`src/sv/txp_pkg.sv`:
```
// txp_pkg: widths, latencies, register codes and the arctangent table
// shared by the tunnel pixel pipeline. No dependencies.
package txp_pkg;

   localparam int CSR_DATA_W  = 16;
   localparam int CSR_INDEX_W = 3;

   typedef enum logic [CSR_INDEX_W-1:0] {
      CSR_CENTER_X    = 3'd0,
      CSR_CENTER_Y    = 3'd1,
      CSR_DEPTH_SCALE = 3'd2,
      CSR_ROT_SPEED   = 3'd3,
      CSR_FLY_SPEED   = 3'd4
   } csr_index_type;

   localparam logic [8:0]  CENTER_X_RST    = 9'd160;
   localparam logic [7:0]  CENTER_Y_RST    = 8'd120;
   localparam logic [15:0] DEPTH_SCALE_RST = 16'd8192;
   localparam logic [7:0]  ROT_SPEED_RST   = 8'd2;
   localparam logic [7:0]  FLY_SPEED_RST   = 8'd4;

   localparam int DX_W = 10;   // signed column offset
   localparam int DY_W = 9;    // signed row offset
   localparam int R2_W = 19;   // dx*dx + dy*dy
   localparam int D2_W = 32;   // depth_scale squared

   localparam int DIV_STAGES     = D2_W;
   localparam int SQRT_STAGES    = D2_W / 2;
   localparam int CORDIC_STEPS   = 30;
   localparam int CORDIC_LATENCY = CORDIC_STEPS + 2;
   // from the first register stage to the last depth stage
   localparam int SIDE_DELAY  = 1 + DIV_STAGES + SQRT_STAGES;
   localparam int ANGLE_DELAY = SIDE_DELAY - CORDIC_LATENCY;

   // arctan(2^-i) in units of 2^-32 turn, truncated
   localparam logic [31:0] ATAN_TAB [CORDIC_STEPS] = '{
      32'h20000000, 32'h12E4051E, 32'h09FB385B, 32'h051111D4, 32'h028B0D43,
      32'h0145D7E1, 32'h00A2F61E, 32'h00517C55, 32'h0028BE53, 32'h00145F2F,
      32'h000A2F98, 32'h000517CC, 32'h00028BE6, 32'h000145F3, 32'h0000A2F9,
      32'h0000517C, 32'h000028BE, 32'h0000145F, 32'h00000A2F, 32'h00000517,
      32'h0000028B, 32'h00000145, 32'h000000A2, 32'h00000051, 32'h00000028,
      32'h00000014, 32'h0000000A, 32'h00000005, 32'h00000002, 32'h00000001
   };

   // per-pixel data that rides alongside the depth pipeline
   typedef struct packed {
      logic       zero;   // pixel sits on the centre
      logic [7:0] frame;
      logic [7:0] rot_ofs;
      logic [7:0] fly_ofs;
   } side_type;

endpackage

```
`src/sv/txp_div.sv`:
```
// txp_div: pipelined restoring divider, one quotient bit per stage.
// Depends on txp_pkg for widths.
module txp_div (
   input  logic                        clock,
   input  logic [txp_pkg::D2_W-1:0]    num,
   input  logic [txp_pkg::R2_W-1:0]    den,
   output logic [txp_pkg::D2_W-1:0]    quo
);

   logic [txp_pkg::D2_W-1:0] num_ff [txp_pkg::DIV_STAGES+1];
   logic [txp_pkg::D2_W-1:0] quo_ff [txp_pkg::DIV_STAGES+1];
   logic [txp_pkg::R2_W-1:0] rem_ff [txp_pkg::DIV_STAGES+1];
   logic [txp_pkg::R2_W-1:0] den_ff [txp_pkg::DIV_STAGES+1];

   always_comb begin
      num_ff[0] = num;
      quo_ff[0] = '0;
      rem_ff[0] = '0;
      den_ff[0] = den;
   end

   for (genvar k = 0; k < txp_pkg::DIV_STAGES; k++) begin : g_stage
      logic [txp_pkg::R2_W:0]   trial;
      logic                     ge;
      logic [txp_pkg::R2_W:0]   diff;
      logic [txp_pkg::R2_W-1:0] rem_in;
      always_comb begin
         trial  = {rem_ff[k], num_ff[k][txp_pkg::D2_W-1]};
         ge     = trial >= {1'b0, den_ff[k]};
         diff   = trial - {1'b0, den_ff[k]};
         rem_in = ge ? diff[txp_pkg::R2_W-1:0] : trial[txp_pkg::R2_W-1:0];
      end
      always_ff @(posedge clock) begin
         num_ff[k+1] <= {num_ff[k][txp_pkg::D2_W-2:0], 1'b0};
         quo_ff[k+1] <= {quo_ff[k][txp_pkg::D2_W-2:0], ge};
         rem_ff[k+1] <= rem_in;
         den_ff[k+1] <= den_ff[k];
      end
   end

   assign quo = quo_ff[txp_pkg::DIV_STAGES];

endmodule

```
`config.mk`:
```
export PLATFORM = sky130hd
export DESIGN_NAME = txp_div
export DESIGN_NICKNAME = d
export VERILOG_FILES = /design/src/sv/txp_pkg.sv /design/src/sv/txp_div.sv
export SDC_FILE = /design/constraint.sdc
export NUM_CORES = 2
export LEC_CHECK = 0
export ABC_AREA = 1
export BUFFER_PORTS_ARGS = -buffer_cell sky130_fd_sc_hd__clkbuf_2
export CORE_ASPECT_RATIO = 1.75
export CORE_MARGIN = 2
export CORE_UTILIZATION = 59
export CTS_BUF_LIST = sky130_fd_sc_hd__clkbuf_4 sky130_fd_sc_hd__clkbuf_8
export CTS_CLUSTER_DIAMETER = 80
export DETAILED_ROUTE_END_ITERATION = 7
export GPL_TIMING_DRIVEN = 0
export PLACE_DENSITY = 0.78
export REMOVE_ABC_BUFFERS = 1
export SLEW_MARGIN = 20
export SYNTH_ARGS = -nofsm -noshare
export SYNTH_HDL_FRONTEND = slang
export SYNTH_SLANG_ARGS = --single-unit
```
`constraint.sdc`:
```
create_clock -name clock -period 2.1 [get_ports clock]
set_input_delay 0.525 -clock clock [delete_from_list [all_inputs] [get_ports clock]]
set_output_delay 0.525 -clock clock [all_outputs]
set_load 0.005 [all_outputs]
```
Word-level counts from Yosys, hierarchy flattened. Cells that the tools add are included.

Add/sub/neg operators: 31. $mul: 0. Div/mod/pow operators: 0. Magnitude comparators: 32. Equal/unequal tests: 0. Shift operators: 0. Multiplexer cells: 31. Bitwise gates (word level): 0. Reductions and logical operators: 0.

Operators by type and width (number): $ge 20x19->1 (31); $mux 19 (30); $sub 19x19->19 (30); $ge 1x19->1 (1); $sub 1x19->19 (1); $mux 1 (1).

Flip-flop bits (word level): 2202. Latch bits: 0. Memory bits (writable): 0. Memory bits (read-only): 0. Input port bits: 52. Logic and storage cells: 220. Memories kept: 0.

Depth between registers and ports, before layout.
Depth in word-level cells: 2. Gate-level depth with buffers: 14.

Worst setup path after synthesis. OpenSTA, ideal clock, no wires.

Kind: register to register. Start point: register num_ff, in the netlist g_stage[5].trial[0]. End point: register rem_ff, in the netlist g_stage[6].trial[18]. Setup time: 0.113 ns. Arrival time: 1.864 ns. Required time: 1.987 ns. Slack: 0.123 ns. Cell stages (with the launch flop): 14. Path buffers: 1. Cell sequence: dfxtp_1 -> inv_1 -> ha_1 -> fa_1 -> nand3b_1 -> nand2_2 -> nand3_1 -> nand3_1 -> nand2_1 -> nand2_2 -> inv_4 -> buf_6 -> nand2_1 -> nand2_1.

Cells in the longest elaborated chain, start to end: 2.

RTL lines: from (decl) (RTL line txp_div.sv:10) `logic [txp_pkg::D2_W-1:0] num_ff [txp_pkg::DIV_STAGES+1];`; from (signal, indexed assignment) (RTL line txp_div.sv:34) `num_ff[k+1] <= {num_ff[k][txp_pkg::D2_W-2:0], 1'b0};`; $sub 19x19->19 or $ge 20x19->1 (tied branches) (RTL line txp_div.sv:30, txp_div.sv:29); $mux 19 (*) (RTL line txp_div.sv:31) `rem_in = ge ? diff[txp_pkg::R2_W-1:0] : trial[txp_pkg::R2_W-1:0];`; net g_stage[5].rem_in (one bit) (RTL line txp_div.sv:26) `logic [txp_pkg::R2_W-1:0] rem_in;`; to (signal, indexed assignment) (RTL line txp_div.sv:36) `rem_ff[k+1] <= rem_in;`; to (decl) (RTL line txp_div.sv:12) `logic [txp_pkg::R2_W-1:0] rem_ff [txp_pkg::DIV_STAGES+1];`.

The timed path passes the listed nets; every way through them passes the cells marked *. A chain may end at the register's enable or synchronous reset.

Worst setup path after layout.
Start point: register den_ff[136] (netlist name). End point: register rem_ff, in the netlist g_stage[26].trial[15].

Cells in the longest elaborated chain, start to end: 2.

RTL lines: from (decl) (RTL line txp_div.sv:13) `logic [txp_pkg::R2_W-1:0] den_ff [txp_pkg::DIV_STAGES+1];`; from (signal, indexed assignment) (RTL line txp_div.sv:37) `den_ff[k+1] <= den_ff[k];`; $sub 19x19->19 or $ge 20x19->1 (tied branches) (RTL line txp_div.sv:30, txp_div.sv:29); $mux 19 (*) (RTL line txp_div.sv:31); net g_stage[25].rem_in (one bit) (RTL line txp_div.sv:26).

Marks and branches as above.

==> metrics.log <==
[metrics] Worst Reg-to-Reg Cells: 10
[metrics] Max FO, Critical Path: 6
[metrics] total track usage: 33.3%
[metrics] Leak: 55.3 nW
[metrics] DR pass1 iterations: 8
[metrics] total power draw: roughly 150 mW
[metrics] net count reported at finish: between 10000 and 15000
[metrics] final clock period utilization by the worst path: 117%
[metrics] DPL Wire Length: around 200000 um
[metrics] area of the core region: 151000 um^2
[metrics] final setup TNS: -4.32 ns
[metrics] source of the worst register-to-register timing path: den_ff[136]
[metrics] cell type group with the largest total delay on the critical path: simple AND/OR/NAND/NOR gates
[metrics] peak ir drop on the vdd network: 0.000972 V
[metrics] worst-skew pair later-pin latency: 0.95 ns
[metrics] class of the most critical hold timing path: in2reg
[metrics] die extent in y: 520 um
[metrics] most frequent cell after synthesis: nand2_1
[metrics] final standard cell area without fillers: 109000 um^2
[metrics] unique cell type count in the Yosys netlist: 35
[metrics] ys flop type: dfxtp_1
[metrics] total I/O pin count: 84
[metrics] instance count along the most critical hold path: 2
[metrics] flop-to-flop setup slack: -0.35 ns
[metrics] post-route ant nets: 0
[metrics] power density over cell area: 1410 nW/um^2
[metrics] buffers plus inverters on the worst setup path: 1
[metrics] slew margin rel.: 26.1%
[metrics] nature of the critical path endpoint: register
[metrics] clock tree from TritonCTS: done
[metrics] GR Overflow Total: 0
[metrics] routed wire length: 272000 um
[metrics] clock skew after layout: approximately 0.06 ns
[metrics] port bufs: 83
[metrics] CP most frequent cell: nand2_1
[metrics] Final Hold Vio Count: 0
[metrics] path type of the worst setup path: reg2reg
[metrics] die width: about 300 um
[metrics] via count of the first global-routing pass: 75652
[metrics] average routed wire per standard cell: ~19 um
[metrics] number of inserted filler cells in the final layout: 11822
[metrics] leading area contributor after synthesis: dfxtp_1
[metrics] Yosys warning count: 0
[metrics] critical path data arrival time: 3.26 ns
[metrics] unrepaired setup endpoints after global routing: yes
[metrics] number of max-capacitance violations reported: 0
[metrics] vias post-DR: between 70000 and 80000
[metrics] Final Slew Violations: 0
[metrics] pin count of the biggest net entering global routing: 24
[metrics] critical path endpoint: g_stage[26].trial[15]
[metrics] Max Clk Rate: 408 MHz
[metrics] register area share after synthesis: 49.2%
[metrics] average via count per standard cell: 5.19
[metrics] dominant cells by area after synthesis: dfxtp_1 (49%), nand2_1 (17%), ha_1 (8.2%), inv_1 (7.3%), nand3_1 (3.5%)
[metrics] Finished Layout Cells: between 10000 and 15000
[metrics] global-route wire length before repair: 401000 um
[metrics] count of cell instances traversed by the critical path: 10
[metrics] clock net sink count: roughly 2200
[metrics] min setup slack post-route: -0.352 ns
[metrics] Die Footprint: 155000 um^2
[metrics] slowest stage delay, CP: 0.67 ns
[metrics] fraction of synthesized cell area taken by the top area cell type: about half
[metrics] number of levels the H-tree was split into: 5
[metrics] Least-Margin Pin Slew: 1.10 ns
[metrics] per-instance average area after synthesis: 7.79 um^2
[metrics] fraction of final layout cells with drive strength greater than 1: 18.2%
[metrics] post-route minimum period: 2.45 ns
[metrics] Site Rows: approximately 190
[metrics] number of enable flip-flop cells after synthesis: 0
[metrics] Post-DP Area: 91500 um^2
[metrics] capture point of the worst reg-to-reg path: g_stage[26].trial[15]
[metrics] worst endpoint required time: ~2.9 ns
[metrics] synthesized netlist cell count: 11501
[metrics] area added between synthesis and finish: 21.3%
[metrics] launching element of the worst setup path: den_ff[136]
[metrics] final hold slack: 0.218 ns
[metrics] antenna violations before repair: 21
[metrics] Initial Utilization: 59.3%
[metrics] number of design-rule violations left by the first detailed-router iteration: 4156
[metrics] Worst Setup Start Kind: register
[metrics] placed insts: 13465
[metrics] maximum buffer depth of the clock tree: 4
[metrics] Synth async-reset ratio: 0%
[metrics] root buffer selected by CTS: clkbuf_8
[metrics] Commonest cells post-synth: nand2_1 (3979), dfxtp_1 (2202), inv_1 (1754)
[metrics] total setup violations reported at the end of the flow: 49
[metrics] run status: finished with violations
[metrics] weighted congestion reported at the end of routability-driven placement: a little under 1
[metrics] violations in the final reports: design-rule violations, negative setup slack
[metrics] register bit count reported by yosys: 2202
[metrics] Cell Chain, Critical Path: inv_1 -> ha_4 -> nand2_1 -> nand2_1 -> nand2_1 -> nand2_2 -> o21ai_2 -> nand3b_1 -> nand3_1 -> nand2_1
[metrics] drt drc: 2
[metrics] critical-path cell with the highest stage delay: o21ai_2
[metrics] area of the mapped netlist: roughly 90000 um^2
[metrics] Reg clk slew, reported paths: 0.08 ns
[metrics] number of CTS-inserted buffers: 307
power by group:
part / switching (mW) / internal, mW
Sequential: 5.01 / 48.9
Clock: 16.3 / 20.4
Combinational: 39.5 / 23.0
Total: 60.7 / 92.4
metal layers:
metal / part of all wire, % / up-vias / global-route usage [%] / wire [um]
met3: 4.5 / 1435 / 5.69 / 12200
met4: 11 / 12 / 32.2 / 31200
met1: 32 / 34057 / 28.6 / 86100
met5: 0.036 / - / 0 / 98
li1: - / 36719 / - / -
met2: 52 / 2552 / 63.6 / 142000
cells in the final DEF, fill, tap and decap left out, drive strengths merged, types with 212 or more instances in the layout:
cell,n
a21oi,346
ha,591
nand2,4060
nor2,822
dfxtp,2202
nand3,621
inv,1807
buf,299
clkbuf,516
xor2,212
state kept, by name, summed over array words and instances (netlist names):
| signal | cells |
|---|---|
| den_ff | 589 |
| g_stage.trial | 620 |
| num_ff | 465 |
| quo | 32 |
| quo_ff | 496 |
final cells by class:
class / count / area, um^2 / share of cell area [%]
inverter: 1786 / 6960 / 6.41
tap: 2005 / 2510 / 2.31
timing repair inverter: 6 / 57.6 / 0.0529
clock buffer: 433 / 5600 / 5.15
multi-input combinational: 7428 / 44200 / 40.6
timing repair buffer: 433 / 3670 / 3.38
sequential: 2202 / 44400 / 40.8
clock inverter: 102 / 1290 / 1.19
antenna: 21 / 52.6 / 0.0483
logic make-up after synthesis:
| kind of cell | count (synthesis) | synth area share, % |
|---|---|---|
| buffers and inverters | 1910 | 8.75 |
| AOI/OAI and AO/OA | 591 | 3.41 |
| adders and majority gates | 621 | 8.92 |
| and+or+nand+nor | 5875 | 26.8 |
| xor gates and xnor gates | 302 | 2.95 |
| DFF | 2202 | 49.2 |
worst min-delay path by stage:
stage,startpoint,end
detailed placement,num_ff[531],num_ff[500]
global route,num[0],num_ff[993]
global placement,quo_ff[402],quo_ff[371]
floorplan,num_ff[766],g_stage[10].trial[0]
CTS,num[0],num_ff[993]
finish,num[0],num_ff[993]
per-stage QoR:
step / util [%] / worst slack [ns]
floorplan: - / -0.0116
global placement: 60.5 / -1.07
detailed placement: 60.5 / -1.06
CTS: 68.3 / -0.00877
global route: 71.9 / -0.350
finish: 71.9 / -0.352
repair_timing:
action,4_1_cts,5_1_grt
hold endpoints to repair,51,0
endpoints found under the setup margin,598,576
cloned,32,13
setup buffers,166,134
hold buffers,51,0
pin swaps,100,245
resized for setup,696,1048
(Power assumes the default switching activity.)
