[src/sv/txp_pkg.sv]
// txp_pkg: widths, latencies, register codes and the arctangent table
// shared by the tunnel pixel pipeline. No dependencies.
package txp_pkg;

   localparam int CSR_DATA_W  = 16;
   localparam int CSR_INDEX_W = 3;

   typedef enum logic [CSR_INDEX_W-1:0] {
      CSR_CENTER_X    = 3'd0,
      CSR_CENTER_Y    = 3'd1,
      CSR_DEPTH_SCALE = 3'd2,
      CSR_ROT_SPEED   = 3'd3,
      CSR_FLY_SPEED   = 3'd4
   } csr_index_type;

   localparam logic [8:0]  CENTER_X_RST    = 9'd160;
   localparam logic [7:0]  CENTER_Y_RST    = 8'd120;
   localparam logic [15:0] DEPTH_SCALE_RST = 16'd8192;
   localparam logic [7:0]  ROT_SPEED_RST   = 8'd2;
   localparam logic [7:0]  FLY_SPEED_RST   = 8'd4;

   localparam int DX_W = 10;   // signed column offset
   localparam int DY_W = 9;    // signed row offset
   localparam int R2_W = 19;   // dx*dx + dy*dy
   localparam int D2_W = 32;   // depth_scale squared

   localparam int DIV_STAGES     = D2_W;
   localparam int SQRT_STAGES    = D2_W / 2;
   localparam int CORDIC_STEPS   = 30;
   localparam int CORDIC_LATENCY = CORDIC_STEPS + 2;
   // from the first register stage to the last depth stage
   localparam int SIDE_DELAY  = 1 + DIV_STAGES + SQRT_STAGES;
   localparam int ANGLE_DELAY = SIDE_DELAY - CORDIC_LATENCY;

   // arctan(2^-i) in units of 2^-32 turn, truncated
   localparam logic [31:0] ATAN_TAB [CORDIC_STEPS] = '{
      32'h20000000, 32'h12E4051E, 32'h09FB385B, 32'h051111D4, 32'h028B0D43,
      32'h0145D7E1, 32'h00A2F61E, 32'h00517C55, 32'h0028BE53, 32'h00145F2F,
      32'h000A2F98, 32'h000517CC, 32'h00028BE6, 32'h000145F3, 32'h0000A2F9,
      32'h0000517C, 32'h000028BE, 32'h0000145F, 32'h00000A2F, 32'h00000517,
      32'h0000028B, 32'h00000145, 32'h000000A2, 32'h00000051, 32'h00000028,
      32'h00000014, 32'h0000000A, 32'h00000005, 32'h00000002, 32'h00000001
   };

   // per-pixel data that rides alongside the depth pipeline
   typedef struct packed {
      logic       zero;   // pixel sits on the centre
      logic [7:0] frame;
      logic [7:0] rot_ofs;
      logic [7:0] fly_ofs;
   } side_type;

endpackage

[src/sv/txp_sqrt.sv]
// txp_sqrt: pipelined integer square root, one root bit per stage.
// Depends on txp_pkg for widths.
module txp_sqrt (
   input  logic                           clock,
   input  logic [txp_pkg::D2_W-1:0]       rad,
   output logic [txp_pkg::SQRT_STAGES-1:0] root
);

   localparam int RW = txp_pkg::SQRT_STAGES;   // root width
   localparam int MW = RW + 2;                  // remainder width

   logic [txp_pkg::D2_W-1:0] rad_ff  [RW+1];
   logic [RW-1:0]            root_ff [RW+1];
   logic [MW-1:0]            rem_ff  [RW+1];

   always_comb begin
      rad_ff[0]  = rad;
      root_ff[0] = '0;
      rem_ff[0]  = '0;
   end

   for (genvar k = 0; k < RW; k++) begin : g_stage
      logic [MW+1:0] sh;
      logic [MW+1:0] trial;
      logic [MW+1:0] diff;
      logic          ge;
      always_comb begin
         sh    = {rem_ff[k], rad_ff[k][txp_pkg::D2_W-1 -: 2]};
         trial = {2'b00, root_ff[k], 2'b01};
         ge    = sh >= trial;
         diff  = sh - trial;
      end
      always_ff @(posedge clock) begin
         rad_ff[k+1]  <= {rad_ff[k][txp_pkg::D2_W-3:0], 2'b00};
         root_ff[k+1] <= {root_ff[k][RW-2:0], ge};
         rem_ff[k+1]  <= ge ? diff[MW-1:0] : sh[MW-1:0];
      end
   end

   assign root = root_ff[RW];

endmodule

[config.mk]
export PLATFORM = sky130hd
export DESIGN_NAME = txp_sqrt
export DESIGN_NICKNAME = d
export VERILOG_FILES = /design/src/sv/txp_pkg.sv /design/src/sv/txp_sqrt.sv
export SDC_FILE = /design/constraint.sdc
export NUM_CORES = 1
export LEC_CHECK = 0
export BUFFER_PORTS_ARGS = -buffer_cell sky130_fd_sc_hd__buf_2
export CAP_MARGIN = 5
export CORE_MARGIN = 2
export CORE_UTILIZATION = 30
export CTS_BUF_LIST = sky130_fd_sc_hd__clkbuf_8 sky130_fd_sc_hd__clkbuf_16
export CTS_CLUSTER_SIZE = 8
export DETAILED_ROUTE_END_ITERATION = 10
export PLACE_DENSITY = 0.51
export SYNTH_ARGS = -nofsm -noshare
export SYNTH_HDL_FRONTEND = slang
export SYNTH_SLANG_ARGS = --single-unit
[constraint.sdc]
create_clock -name clock -period 3.2 [get_ports clock]
set_input_delay 0.8 -clock clock [delete_from_list [all_inputs] [get_ports clock]]
set_output_delay 0.8 -clock clock [all_outputs]
set_load 0.02 [all_outputs]
# Word-level counts from Yosys, hierarchy flattened

Cells that the tools add are included.

Register bits after elaboration: 631
Bits of input ports: 33
Output and inout bits: 16

Add/subtract/negate cells: 15
Order comparisons: 16
Muxes and demuxes: 15

Operators by type and width:

| cell                           | count |
|---|---|
| 2-to-1 mux 18 bit              | 14 |
| >= comparator 20 x 10 -> 1 bit | 1 |
| >= comparator 20 x 11 -> 1 bit | 1 |
| >= comparator 20 x 12 -> 1 bit | 1 |
| >= comparator 20 x 13 -> 1 bit | 1 |
| >= comparator 20 x 14 -> 1 bit | 1 |
| >= comparator 20 x 15 -> 1 bit | 1 |
| >= comparator 20 x 16 -> 1 bit | 1 |
| >= comparator 20 x 17 -> 1 bit | 1 |
| >= comparator 20 x 3 -> 1 bit  | 1 |
| >= comparator 20 x 4 -> 1 bit  | 1 |
| >= comparator 20 x 5 -> 1 bit  | 1 |
| >= comparator 20 x 6 -> 1 bit  | 1 |
| >= comparator 20 x 7 -> 1 bit  | 1 |
| >= comparator 20 x 8 -> 1 bit  | 1 |
| >= comparator 20 x 9 -> 1 bit  | 1 |
| subtractor 18 x 10 -> 18 bit   | 1 |
| subtractor 18 x 11 -> 18 bit   | 1 |
| subtractor 18 x 12 -> 18 bit   | 1 |
| subtractor 18 x 13 -> 18 bit   | 1 |
| subtractor 18 x 14 -> 18 bit   | 1 |
| subtractor 18 x 15 -> 18 bit   | 1 |
| subtractor 18 x 16 -> 18 bit   | 1 |
| subtractor 18 x 3 -> 18 bit    | 1 |
| other kinds (9)                | 9 |

# Longest topological paths before layout

Gate-level depths: netlist of run 1.

Depth in word-level cells: 2
Depth in mapped cells: 12
Depth with buffers taken out: 11

# Worst setup path after synthesis of run 1

OpenSTA, ideal clock, no wires.

Path type: flip-flop to flip-flop
From: register root_ff, in the netlist g_stage[14].trial[2]
To: register rem_ff, in the netlist g_stage[15].sh[19]
Arrival: 2.439 ns
Slack: 0.640 ns
Cell stages (with the launch flop): 10
Clock period less this slack: 2.560 ns
Cells stage by stage: dfxtp_1 -> inv_1 -> ha_1 -> or3_1 -> o2bb2ai_2 -> a21oi_1 -> o31a_1 -> o211a_1 -> a2111oi_2 -> mux2_2

Cells in the longest elaborated chain, start to end: 2

RTL lines:

| item                                                                                  | line                           | text |
|---|---|---|
| from (decl)                                                                           | txp_sqrt.sv:13                 | `logic [RW-1:0] root_ff [RW+1];` |
| from (signal, indexed assignment)                                                     | txp_sqrt.sv:35                 | `root_ff[k+1] <= {root_ff[k][RW-2:0], ge};` |
| subtractor 18 x 16 -> 18 bit / >= comparator 20 x 16 -> 1 bit (equally long branches) | txp_sqrt.sv:31, txp_sqrt.sv:30 |  |
| 2-to-1 mux 18 bit (*)                                                                 | txp_sqrt.sv:36                 | `rem_ff[k+1] <= ge ? diff[MW-1:0] : sh[MW-1:0];` |
| to (signal, indexed assignment)                                                       | txp_sqrt.sv:36                 |  |
| to (decl)                                                                             | txp_sqrt.sv:14                 | `logic [MW-1:0] rem_ff [RW+1];` |

Mark *: on every way between the ends. The rest lies on a longest branch, timed or not.
A chain may end at the register's enable or synchronous reset.

# Worst setup path after layout of run 1

From: register root_ff, in the netlist g_stage[6].trial[3]
To: register rem_ff, in the netlist g_stage[7].sh[2]

Cells in the longest elaborated chain, start to end: 2

RTL lines:

| item                          | line           | text |
|---|---|---|
| >= comparator 20 x 8 -> 1 bit | txp_sqrt.sv:30 | `ge = sh >= trial;` |
| 2-to-1 mux 18 bit             | txp_sqrt.sv:36 |  |

No other way between the ends.

==> impl_summary.txt, run 1 <==
----------------------------------------------------
[Outcome]
  Outcome ... finished clean

[CTS]
  # clock sinks ... 626
  Number of hold buffers added after cts ... 0
  Post_cts resized ... 0
  Clock slew at the register clock pins of the worst setup and hold paths ... 0.05 ns
  Clock buffer count from CTS ... 88
  Root buffer cell ... clkbuf_16
  # H-tree levels ... 3
  Clock insertion delay at the later pin of the skew report ... 0.64 ns
  CTS tree ... done
  Number of buffers inserted to repair setup after CTS ... 0
  Clock Path Buffers ... 3

[STA]
  # setup viols final ... 0
  Max-slew violation count ... 0
  Final Worst Setup Slack ... 0.359 ns
  Period Utilization, post-route ... 0.888
  Maximum operating frequency ... 0.352 GHz
  RSZ-0062 raised after global routing ... false
  Min Tclk post-route ... 2.84 ns
  Maximum clock skew at final layout ... 0.0402 ns
  Worst relative slew slack ... 0.550
  Final Hold Violating Endpoints ... 0
  Total negative slack for setup checks ... 0 ns
  Worst slew pin tran ... 0.676 ns

[Global routing]
  Global-route wire length before repair ... 70600 µm
  Overall global routing resource usage ... 0.110
  Aggregate global routing overflow ... 0
  Antenna violations before repair ... 0
  Via count of the first global-routing pass ... 15081
  Pin count of the biggest net entering global routing ... 20

[Power and ir drop]
  Portion of total power attributed to sequential cells ... 0.460
  Fraction of power spent switching nets ... 0.281
  NetSw ... 6210 µW
  Static leakage ... 0.0122 µW
  Pwr/cell area ... 838 nW/µm²
  Internal power component ... 15900 µW
  Proportion of power drawn by combinational gates ... 0.171
  Max VDD drop ... 0.000514 V
  Share of total power in the clock network ... 0.369

[Synthesis]
  Largest area contributor in the netlist ... dfxtp_1
  Avg Cell Area, Syn ... 10.4 µm²
  Seq cells post-synth ... 626
  Top FF cell, synth ... dfxtp_1
  Post-synthesis async set-or-reset flop share ... 0
  Synthesized netlist net count ... 2351
  Fraction of post-synthesis cell area in the top cell type by area ... 0.557
  Total number of yosys warnings ... 0
  Most repeated cell in the gate-level netlist after synthesis ... dfxtp_1
  Synth unique cells ... 76
  Largest cells by area after synthesis ... dfxtp_1 56%, ha_1 8.5%, xnor2_1 3.7%
  Instance count of the mapped netlist ... 2165
  Number of synthesized flops with an enable pin ... 0
  Fraction of the yosys area taken by sequential cells ... 0.557
  Top post-synthesis cells by count ... 626 x dfxtp_1, 182 x inv_1, 162 x nor2_1
  Cell area after technology mapping ... 22500 µm²

[Layout]
  Number of antenna repair diodes ... 0
  Synthesis-to-finish area growth ... 17.4%
  Share of cells above drive strength 1 ... 0.0907
  Net total in the final layout ... 2481
  Layout filler cell count ... 7388

[Setup path]
  Worst setup path class ... flip-flop to flip-flop
  Worst Setup End Kind ... flip-flop
  Startpoint kind of the worst setup timing path ... flip-flop
  Worst reg2reg setup slack ... 0.36 ns
  Endpoint of the worst-slack reg-to-reg timing path ... g_stage[7].sh[2]
  Worst Path Max Fanout ... 15
  Worst path arrival time ... 3.32 ns
  Worst endpoint required time ... 3.68 ns
  Cell depth of the worst flop-to-flop path ... 8
  Crit Reg-Reg Startpoint ... g_stage[6].trial[3]

[Run]
  Max-capacitance violation count ... 0

[Die]
  Die X-Extent ... 278 µm
  Die Y ... 278 µm
  Core Rows ... 100
  Boundary Pins ... 49
  Initial standard-cell utilization of the core ... 0.303
  Standard cell core area ... 74300 µm²
  Floorplan die area ... 77200 µm²

[Place]
  PortBufs ... 48
  Worst setup timing slack at the placement stage ... 0.411 ns
  Final Wtd Congestion ... 0.856
  DP HPWL ... 32000 µm

[Routing]
  Number of nets with antenna violations after routing ... 0
  Vias per cell ... 4.52
  Detailed-route via count ... 14790
  Detailed-router iteration count before antenna repair ... 5
  DR WL/cell ... 13.1 µm
  Iteration-0 DRC Markers ... 644
  Detailed Route WL ... 43000 µm
  Count of unresolved DRC violations after routing ... 0

[Hold path]
  Endpoint with the worst hold slack ... rad_ff[504]
  Min-delay src ... rad[22]
  Worst min-delay path category ... primary input to flip-flop
  Count of cells along the worst hold path ... 1

----------------------------------------------------
state kept, by name, indices dropped and copies added, names as in the netlist:
register / flops
rad_ff: 210
root: 16
g_stage.sh: 280
g_stage.trial: 120
cell type report:
type | count | area, µm² | share of cell area
Timing Repair Buffer | 66 | 375 | 0.0142
Clock inverter | 11 | 215 | 0.00815
Inverter | 184 | 691 | 0.0262
Clock buffer | 89 | 2220 | 0.0839
Tap cell | 969 | 1210 | 0.0459
Sequential cell | 626 | 12500 | 0.475
Multi-Input combinational cell | 1329 | 9170 | 0.347
how the worst max path moves through the flow:
| stage | endpoint | depth (start not counted) | from | slack [ns] |
|---|---|---|---|---|
| global placement | g_stage[15].sh[19] | 9 | g_stage[14].trial[2] | 0.46 |
| CTS | g_stage[7].sh[15] | 9 | g_stage[6].trial[3] | 0.40 |
| global route | g_stage[7].sh[2] | 8 | g_stage[6].trial[3] | 0.13 |
| finish | g_stage[7].sh[2] | 8 | g_stage[6].trial[3] | 0.36 |
| detailed placement | g_stage[7].sh[15] | 9 | g_stage[6].trial[3] | 0.41 |
| floorplan | g_stage[15].sh[19] | 9 | g_stage[14].trial[2] | 0.64 |
stage by stage:
stage                util  hold slack, ns  std cells  instance area (µm²)  total power [µW]
finish              0.355           0.261       3274                26400             22100
detailed placement  0.323           0.312       3174                24000             14100
global placement    0.323           0.310       3174                24000             14000
global route        0.355           0.233       3274                26400             23400
CTS                 0.355           0.218       3274                26400             22500
floorplan               -           0.310       2165                22500             13000
layer usage:
metal	up-vias	wire length (µm)	GRT usage
li1	7595	-	-
met3	89	1730	0.0258
met1	6856	18000	0.117
met5	-	0	0
met4	0	1320	0.0510
met2	250	21900	0.205
cell usage in the layout, fill, tap and decap left out, types with 26 or more instances in the layout:
cell	n
nor2_1	162
dfxtp_1	626
buf_2	48
ha_1	153
nand3_1	27
clkbuf_16	88
nand2b_1	32
inv_1	186
nor3_1	52
xor2_1	90
mux2_2	26
a21o_1	41
xnor2_1	94
nand2_1	122
a21oi_1	127
nor4_1	30
o21ai_0	111
o21a_1	29
power by group through the flow:
stage          Sequential [µW]  Combinational (µW)  Clock, µW
2_1_floorplan            10000                3030          0
3_3_place_gp             10300                3730          0
3_5_place_dp             10300                3780          0
4_1_cts                  10200                3810       8520
5_1_grt                  10300                4290       8840
6_report                 10200                3780       8170
logic make-up after synthesis:
group / Yosys count / synth area share
buffers and inverters: 210 / 0.0354
xor gates and xnor gates: 184 / 0.0717
adders and majority gates: 153 / 0.0851
AOI/OAI and AO/OA: 414 / 0.115
muxes: 33 / 0.0161
DFF: 626 / 0.557
other: 1 / 0.000167
and+or+nand+nor: 544 / 0.119
critical path, stage by stage, from the launching register on:
cell and delay (ns):
dfxtp_1 0.32, inv_1 0.04, ha_1 0.32, o21ai_0 0.24
a31oi_1 0.11, o41a_2 0.42, nor3_1 0.32, nand2b_1 0.45
xnor2_1 0.45
Note: power is estimated with default switching activity, not from simulation.
==> run 2: changes to the inputs <==
--- a/config.mk
+++ b/config.mk
@@ -8,11 +8,11 @@
 export BUFFER_PORTS_ARGS = -buffer_cell sky130_fd_sc_hd__buf_2
 export CAP_MARGIN = 5
 export CORE_MARGIN = 2
-export CORE_UTILIZATION = 30
-export CTS_BUF_LIST = sky130_fd_sc_hd__clkbuf_8 sky130_fd_sc_hd__clkbuf_16
+export CORE_UTILIZATION = 45
+export CTS_BUF_LIST = sky130_fd_sc_hd__clkbuf_8
 export CTS_CLUSTER_SIZE = 8
 export DETAILED_ROUTE_END_ITERATION = 10
-export PLACE_DENSITY = 0.51
+export PLACE_DENSITY = 0.67
 export SYNTH_ARGS = -nofsm -noshare
 export SYNTH_HDL_FRONTEND = slang
 export SYNTH_SLANG_ARGS = --single-unit
==> run 2 against run 1 <==
Routed wire length down 6.7%; combinational power is essentially flat; total power shrank 9.7%; critical endpoint is now g_stage[7].sh[15]; largest cell class unchanged.
==> impl_summary.txt, run 2 (synthesized netlist as in run 1, its figures left out) <==
----------------------------------------------------
[Routing]
  DR WL/cell ... 13.3 µm
  Detailed Route WL ... 40100 µm
  Iteration-0 DRC Markers ... 709
  Number of nets with antenna violations after routing ... 0
  Count of unresolved DRC violations after routing ... 0
  Detailed-route via count ... 15019
  Vias per cell ... 4.97
  Detailed-router iteration count before antenna repair ... 5

[Place]
  PortBufs ... 48
  DP HPWL ... 30000 µm
  Worst setup timing slack at the placement stage ... 0.427 ns
  Placed insts ... 2866
  Final Wtd Congestion ... 0.854

[CTS]
  # H-tree levels ... 3
  Clock slew at the register clock pins of the worst setup and hold paths ... 0.06 ns
  CTS tree ... done
  Clock buffer count from CTS ... 98
  Number of hold buffers added after cts ... 0
  Root buffer cell ... clkbuf_8
  Clock insertion delay at the later pin of the skew report ... 0.68 ns
  Number of buffers inserted to repair setup after CTS ... 0
  Clock Path Buffers ... 3
  # clock sinks ... 626
  Post_cts resized ... 0

[Global routing]
  Via count of the first global-routing pass ... 14732
  Aggregate global routing overflow ... 0
  Global-route wire length before repair ... 67700 µm
  Overall global routing resource usage ... 0.160
  Antenna violations before repair ... 1
  Pin count of the biggest net entering global routing ... 29

[Layout]
  Synthesis-to-finish area growth ... 12.8%
  Net total in the final layout ... 2488
  Most common library cell in the layout ignoring fill and taps ... dfxtp_1
  Filler-free cell count of the finished design ... 3020
  Flip-flop count of the largest register after layout ... 280
  Layout filler cell count ... 4398
  Share of cells above drive strength 1 ... 0.101
  Highest-count cells in the layout ignoring fill and taps ... 626 x dfxtp_1, 208 x inv_1, 162 x nor2_1

[Setup path]
  Worst setup path class ... flip-flop to flip-flop
  Worst Setup End Kind ... flip-flop
  Worst endpoint required time ... 3.72 ns
  Crit-path cells ... inv_1 -> ha_1 -> o21ai_0 -> a31oi_1 -> o41a_2 -> nor3_1 -> nand2b_1 -> nor4b_1 -> xor2_1
  Startpoint kind of the worst setup timing path ... flip-flop
  Crit. path cell count ... 9
  Cell depth of the worst flop-to-flop path ... 9
  Longest individual stage delay on the worst path ... 0.43 ns
  Cell type of the slowest stage on the worst timing path ... o41a_2
  Dominant delay contributor by cell family on the critical path ... simple AND/OR/NAND/NOR gates
  Worst reg2reg setup slack ... 0.39 ns
  Worst path arrival time ... 3.32 ns
  Worst Path Max Fanout ... 15
  Endpoint of the worst-slack reg-to-reg timing path ... g_stage[7].sh[15]
  Crit Reg-Reg Startpoint ... g_stage[6].trial[3]
  Number of buffers and inverters on the critical path ... 1

[STA]
  Min Tclk post-route ... 2.81 ns
  Worst relative slew slack ... 0.490
  Maximum clock skew at final layout ... 0.0343 ns
  Final Worst Setup Slack ... 0.393 ns
  Period Utilization, post-route ... 0.877
  Worst slew pin tran ... 0.755 ns
  Total negative slack for setup checks ... 0 ns
  # setup viols final ... 0
  Final Hold Violating Endpoints ... 0
  Maximum operating frequency ... 0.356 GHz
  RSZ-0062 raised after global routing ... false
  Max-slew violation count ... 0

[Die]
  Boundary Pins ... 49
  Die Y ... 228 µm
  Standard cell core area ... 49200 µm²
  Floorplan die area ... 51800 µm²
  Initial standard-cell utilization of the core ... 0.458
  Die X-Extent ... 228 µm
  Core Rows ... 81

[Hold path]
  Count of cells along the worst hold path ... 1
  Worst min-delay path category ... primary input to flip-flop
  Min-delay src ... rad[23]
  Endpoint with the worst hold slack ... rad_ff[505]

[Run]
  Max-capacitance violation count ... 0

[Power and ir drop]
  Max VDD drop ... 0.000477 V
  Static leakage ... 0.0120 µW
  Total power of the final layout ... 20000 µW
  Pwr/cell area ... 788 nW/µm²

[Outcome]
  Outcome ... finished clean

----------------------------------------------------
run 2: changes by cell type in the layout (fill, tap and decap cells not counted):
cell	before	now
buf_4	18	15
clkbuf_16	88	0
clkbuf_8	1	113
clkinv_16	6	0
clkinv_2	0	7
clkinv_8	0	2
clkinvlp_4	0	2
diode_2	0	1
inv_1	186	208
inv_12	0	1
inv_6	0	1
run 2: per-stage QoR:
stage          area [µm²]  utilization  hold WS (ns)
3_5_place_dp        23600        0.480         0.312
3_3_place_gp        23600        0.480         0.310
5_1_grt             25400        0.516         0.170
4_1_cts             25400        0.516         0.151
2_1_floorplan       22500            -         0.310
6_report            25400        0.516         0.221
run 2: layer usage:
metal  GRT usage  share of wire  vias up
met5           0              0        -
met4      0.0717          0.026        0
met3      0.0336          0.050       90
met2       0.257           0.45      320
met1       0.207           0.47     6939
li1            -              -     7670
run 2: report_power, final:
part	switching [µW]	internal, µW	total, µW	leakage [µW]
clock	2840	3200	6040	0.00101
sequential	937	9200	10100	0.00524
combinational	2020	1780	3800	0.00576
total	5800	14200	20000	0.0120
run 2: how the worst max path moves through the flow:
stage | slack [ns] | endpoint | start
after floorplan | 0.64 | g_stage[15].sh[19] | g_stage[14].trial[2]
after global placement | 0.48 | g_stage[15].sh[19] | g_stage[14].trial[2]
after detailed placement | 0.43 | g_stage[15].sh[19] | g_stage[14].trial[2]
after CTS | 0.39 | g_stage[15].sh[19] | g_stage[14].trial[2]
after global routing | 0.09 | g_stage[7].sh[11] | g_stage[6].trial[3]
final | 0.39 | g_stage[7].sh[15] | g_stage[6].trial[3]
run 2: layout make-up:
type,instances,area [µm²],share of cell area
multi-input cells,1329,9170,0.362
inverters,184,691,0.0272
clock inverters,40,225,0.00888
flip-flops and latches,626,12500,0.494
clock buffers,113,1560,0.0613
repair buffers,63,353,0.0139
diodes,1,2.50,0.0000987
well taps,664,831,0.0328
